[src/hdl/sfe_pkg.sv]
// shared constants, types and register codes for the stereo feedback echo
package sfe_pkg;

	localparam int RING_FRAMES = 65536;
	localparam int SAMPLE_BITS = 16;
	localparam int RING_AW     = (RING_FRAMES > 1) ? $clog2(RING_FRAMES) : 1;
	localparam int DLY_W       = 16;
	localparam int GAIN_W      = 16;
	localparam int CNT_W       = 17;
	localparam int GAIN_FRAC   = 15;
	localparam int FRAME_W     = 2 * SAMPLE_BITS;
	localparam int TDATA_W     = ((FRAME_W + 7) / 8) * 8;
	localparam int APB_AW      = 3;
	localparam int APB_DW      = 32;

	typedef logic signed [SAMPLE_BITS-1:0] sample_t;
	typedef logic signed [GAIN_W-1:0]      gain_t;
	typedef logic [DLY_W-1:0]              delay_t;
	typedef logic [RING_AW-1:0]            slot_t;
	typedef logic [CNT_W-1:0]              count_t;
	typedef logic [FRAME_W-1:0]            frame_t;

	// register indexes, decoded from paddr[2]
	localparam logic REG_DELAY = 1'b0;
	localparam logic REG_GAIN  = 1'b1;

	localparam delay_t DELAY_RESET = 16'd22050;
	localparam gain_t  GAIN_RESET  = 16'sd16384;
	localparam delay_t DELAY_CAP   = (RING_FRAMES > (1 << DLY_W)) ? {DLY_W{1'b1}} :
	                                 DLY_W'(RING_FRAMES - 1);
	localparam count_t CNT_MAX     = {CNT_W{1'b1}};
	localparam slot_t  SLOT_LAST   = RING_AW'(RING_FRAMES - 1);

	typedef struct packed {
		logic   en;
		slot_t  addr;
		frame_t data;
	} ring_wr_t;

	typedef struct packed {
		logic  en;
		slot_t addr;
	} ring_rd_t;

endpackage

[src/hdl/sfe_lane.sv]
// channel lane: echo_en ? saturated input plus rounded gain product : input
module sfe_lane
	import sfe_pkg::*;
(
	input  logic    echo_en,
	input  sample_t sample_in,
	input  sample_t past,
	input  gain_t   gain,
	output sample_t sample_out
);

	localparam int ACC_W = SAMPLE_BITS + GAIN_W + 2;
	localparam logic signed [ACC_W-1:0] S_HI =
		ACC_W'((64'sd1 <<< (SAMPLE_BITS - 1)) - 64'sd1);
	localparam logic signed [ACC_W-1:0] S_LO = -S_HI - ACC_W'(1);
	localparam logic signed [ACC_W-1:0] ROUND = ACC_W'(64'sd1 <<< (GAIN_FRAC - 1));

	logic signed [SAMPLE_BITS+GAIN_W-1:0] prod;
	logic signed [ACC_W-1:0]              acc;
	logic signed [ACC_W-1:0]              quo;
	sample_t                              sat;

	always_comb begin
		prod = past * gain;
		acc  = (ACC_W'(sample_in) <<< GAIN_FRAC) + ACC_W'(prod) + ROUND;
		quo  = acc >>> GAIN_FRAC;
		priority if (quo > S_HI) begin
			sat = SAMPLE_BITS'(S_HI);
		end else if (quo < S_LO) begin
			sat = SAMPLE_BITS'(S_LO);
		end else begin
			sat = SAMPLE_BITS'(quo);
		end
	end

	assign sample_out = echo_en ? sat : sample_in;

endmodule

[config.mk]
export PLATFORM = sky130hd
export DESIGN_NAME = sfe_lane
export DESIGN_NICKNAME = d
export VERILOG_FILES = /design/src/hdl/sfe_pkg.sv /design/src/hdl/sfe_lane.sv
export SDC_FILE = /design/constraint.sdc
export NUM_CORES = 1
export LEC_CHECK = 0
export BUFFER_PORTS_ARGS = -buffer_cell sky130_fd_sc_hd__buf_2
export CAP_MARGIN = 0
export CORE_AREA = 8 8 180 139
export DETAILED_ROUTE_END_ITERATION = 7
export DIE_AREA = 0 0 188 147
export PLACE_DENSITY = 0.64
export SYNTH_ARGS = -nofsm -noshare
export SYNTH_HDL_FRONTEND = slang
export SYNTH_SLANG_ARGS = --single-unit
[constraint.sdc]
create_clock -name vclk -period 12.15
set_input_delay 0.6075 -clock vclk [all_inputs]
set_output_delay 0.6075 -clock vclk [all_outputs]
set_load 0.02 [all_outputs]
### Word level (Yosys, flattened, before mapping)

Index checks and enable logic that the tools add are counted.

| word-level totals | value |
|---|---|
| register bits after elaboration | 0 |
| logic and storage cells | 8 |
| input port bits | 49 |

| cells by class | value |
|---|---|
| $mul | 1 |
| mux-type cells | 3 |
| order comparisons | 2 |
| add/subtract/negate cells | 2 |

Operator list:

| cell | number |
|---|---|
| $mux W16 | 3 |
| $add A33 B16 Y34 const B | 1 |
| $add A31 B32 Y33 | 1 |
| $mul A16 B16 Y32 | 1 |
| $gt A19 B16 Y1 const B | 1 |
| $lt A19 B16 Y1 const B | 1 |

### Logic depth before layout (Yosys ltp)

| logic depth | value |
|---|---|
| depth in word-level cells | 7 |
| depth in mapped cells | 25 |
| depth with buffers taken out | 23 |

### Least setup slack after synthesis

No wires, ideal clock.

| timing path | value |
|---|---|
| path kind | input to output |
| start point | input past[15] |
| end point | output sample_out[10] |
| required time | 11.542 ns |
| buffers on the path | 3 |
| stages on the path | 22 |
| path slack | 4.763 ns |
| arrival time | 6.779 ns |
| cell sequence | clkbuf_1 nand2_1 inv_1 fa_1 fa_1 fa_1 fa_1 fa_1 inv_1 fa_1 inv_1 ha_1 buf_2 a21oi_2 o21ai_1 a2111oi_0 nor3_1 o41a_1 a211oi_1 nor3_2 buf_6 a221o_1 |

| between the ends | value |
|---|---|
| word-level cells in the longest chain between the ends | 7 |

RTL lines:

| what | RTL line | source |
|---|---|---|
| start: declaration | sfe_lane.sv:7 | `input sample_t past,` |
| $mul A16 B16 Y32 (*) | sfe_lane.sv:24 | `prod = past * gain;` |
| $add A31 B32 Y33 (*) | sfe_lane.sv:25 | `acc = (ACC_W'(sample_in) <<< GAIN_FRAC) + ACC_W'(prod) + ROUND;` |
| $add A33 B16 Y34 (*) | sfe_lane.sv:25 |  |
| $lt A19 B16 Y1 | sfe_lane.sv:29 | `end else if (quo < S_LO) begin` |
| $mux W16 | sfe_lane.sv:29 |  |
| $mux W16 (*) | sfe_lane.sv:27 | `priority if (quo > S_HI) begin` |
| $mux W16 (*) | sfe_lane.sv:36 | `assign sample_out = echo_en ? sat : sample_in;` |
| end: declaration | sfe_lane.sv:9 | `output sample_t sample_out` |

Every way passes the cells marked *; elsewhere a longest branch is shown, timed or not.

### Final worst setup path

| timing path | value |
|---|---|
| start point | input past[15] |
| end point | output sample_out[0] |

Same word-level chain as after synthesis.

==> results.cfg <==
[outcome]
status = finished clean

[final_layout]
areaGrowthSynthToFinish_pct = 4.87
utilization = 0.510
seqCellArea_um2 = 0
n_clock_buffer = 0
seq_cells = 0
nFillCells = 2148
multiInputGateArea_um2 = 9490
drive_gt1_frac = 0.0660
diodes = 0
finalNetCount = 1644

[routing]
top_layer = met4
drc = 0
wl_met1_um = 14400
post_drt_wl_per_cell_um = 17.5
drt-total-wl_um = 26400
drt_pass1_iterations = 5
ant_nets = 0
drtIter0Drc = 515
via_per_inst = 5.07
met2_length_um = 10100
met3_length_um = 1790
vias = 7670

[die]
rows = 48
dieWidth_um = 188
start_util = 0.486
coreArea_um2 = 22400
die-area_um2 = 27600
pin_count = 65
die_h_um = 147

[grt]
track_usage = 0.205
grt_pass1_wl_um = 46300
antenna_found_initial = 0
grt_overflow = 0
first_global_vias = 8594
grt_start_max_net_pins = 18

[timing]
min_period_ns = 8.29
tightest_slew_ns = 0.841
slew_viol_final = 0
final-hold-violation-count = 0
slew_headroom = 0.438
period_share = 0.682
timing.final.setup_violations = 0
rsz0062_at_grt = no
tns_ns = 0
fmax_mhz = 121

[synth]
synth_top_family_by_area = adder cells
yosys.area_share.xor_xnor = 0.0208
synthAdderAreaFrac = 0.637
synth-seq-area-share = 0
synth-compound-area-share = 0.0690
yosys_warnings = 0
yosysUniqueCellTypes = 53
synth-simple-area-share = 0.143
yosysTopAreaCell = fa_1
post-synth-top-area-fraction = 0.531
synthMuxAreaShare = 0.00195
syn-instance-count = 1188
synth_area_leaders = fa_1 53%, inv_1 11%, ha_1 11%, and2_1 6.8%, nand2_1 4.8%
netlist_area_um2 = 10900
synthesis.nets = 1618
synth_area_per_cell_um2 = 9.17

[critical_path]
crit_path_max_fanout = 16
required_ns = 11.54
start_kind = input pin
worstSetupPathType = in2out
cp-end-kind = output pin
cp.arrival_ns = 7.68

[placement]
dp_hpwl_um = 23200
portBuffers = 65
finalWeightedCongestion = 0.890

[clocking]
ctsHoldBuffers = 0
cts_resized = 0
post-cts-setup-buffers = 0

[worst_hold_path]
hold_path_class = in2out

[run]
drv_cap = 0
[worst max-delay path, cell delays in order]
cell and delay, ns:
buf_2 0.29, nand2_1 0.19, inv_1 0.12, fa_1 0.52, fa_1 0.83, inv_1 0.15
fa_1 0.50, inv_1 0.06, fa_1 0.51, fa_1 0.50, inv_1 0.05, fa_1 0.48
inv_1 0.05, ha_1 0.35, a41oi_1 0.24, o21ai_1 0.18, a311oi_1 0.49, nand4_1 0.15
nand2_1 0.15, xnor2_1 0.17, nand4_1 0.15, a21oi_2 0.52, a221o_1 0.26, buf_2 0.17
[metal layers]
layer / vias to the layer above / global-route usage
li1: 3540 / -
met1: 3891 / 0.349
met2: 232 / 0.276
met3: 7 / 0.0284
met4: 0 / 0.00983
met5: - / 0
[worst paths after layout]
path                     startpoint             end  cells past startpoint
worst min-delay path  sample_in[13]  sample_out[13]                      3
worst max-delay path       past[15]   sample_out[0]                     24
[through the flow]
step / setup WS (ns) / hold slack, ns / cell area [um^2] / cells
after CTS: 3.93 / 1.60 / 11400 / 1512
after detailed placement: 3.97 / 1.59 / 11400 / 1512
after floorplan: 4.76 / 1.40 / 10900 / 1188
after global routing: 3.47 / 1.62 / 11400 / 1512
final: 3.86 / 1.60 / 11400 / 1512
after global placement: 3.97 / 1.60 / 11400 / 1512
[cell type report]
| class | count | share of cell area |
|---|---|---|
| multi-input cells | 819 | 0.831 |
| repair buffers | 65 | 0.0285 |
| inverters | 328 | 0.108 |
| well taps | 300 | 0.0329 |
[kinds of logic (layout without fill, tap and decap cells)]
group           count (synthesis)  in the layout
fa+ha+maj                     381            381
xor+xnor                       25             25
buf+inv                       369            393
simple gates                  313            313
compound gates                 98             98
mux                             2              2
[layout by cell type (no fill, tap or decap), types with 5 or more instances in the layout]
cell type,count
nor2_1,25
nand3_1,5
xor2_1,7
o21ai_0,13
a21o_1,9
ha_1,92
fa_1,289
xnor2_1,17
nand2_1,139
buf_2,65
a21oi_1,25
a221o_1,14
nand4_1,10
inv_1,327
and2_1,119
[cell usage after synthesis (2+ instances only)]
master	n
clkbuf_1	36
nor2_1	25
nand4_1	10
a41oi_1	2
a21o_1	9
a21oi_1	25
xor2_1	7
o211ai_1	3
nor2b_1	2
a311oi_1	2
ha_1	92
inv_1	327
nand3_1	5
xnor2_1	17
a31oi_1	2
o31ai_4	2
and2_1	119
and3_1	2
buf_6	2
o21ai_0	13
fa_1	289
buf_1	2
nand2b_1	3
nand2_1	139
a211oi_1	4
o21ai_1	3
a21oi_2	2
nor3_1	3
o21bai_1	4
a221o_1	14
Power is left out: the tool's default activity adds up to more than one toggle a clock period on the data nets, which glitch-free logic cannot reach.
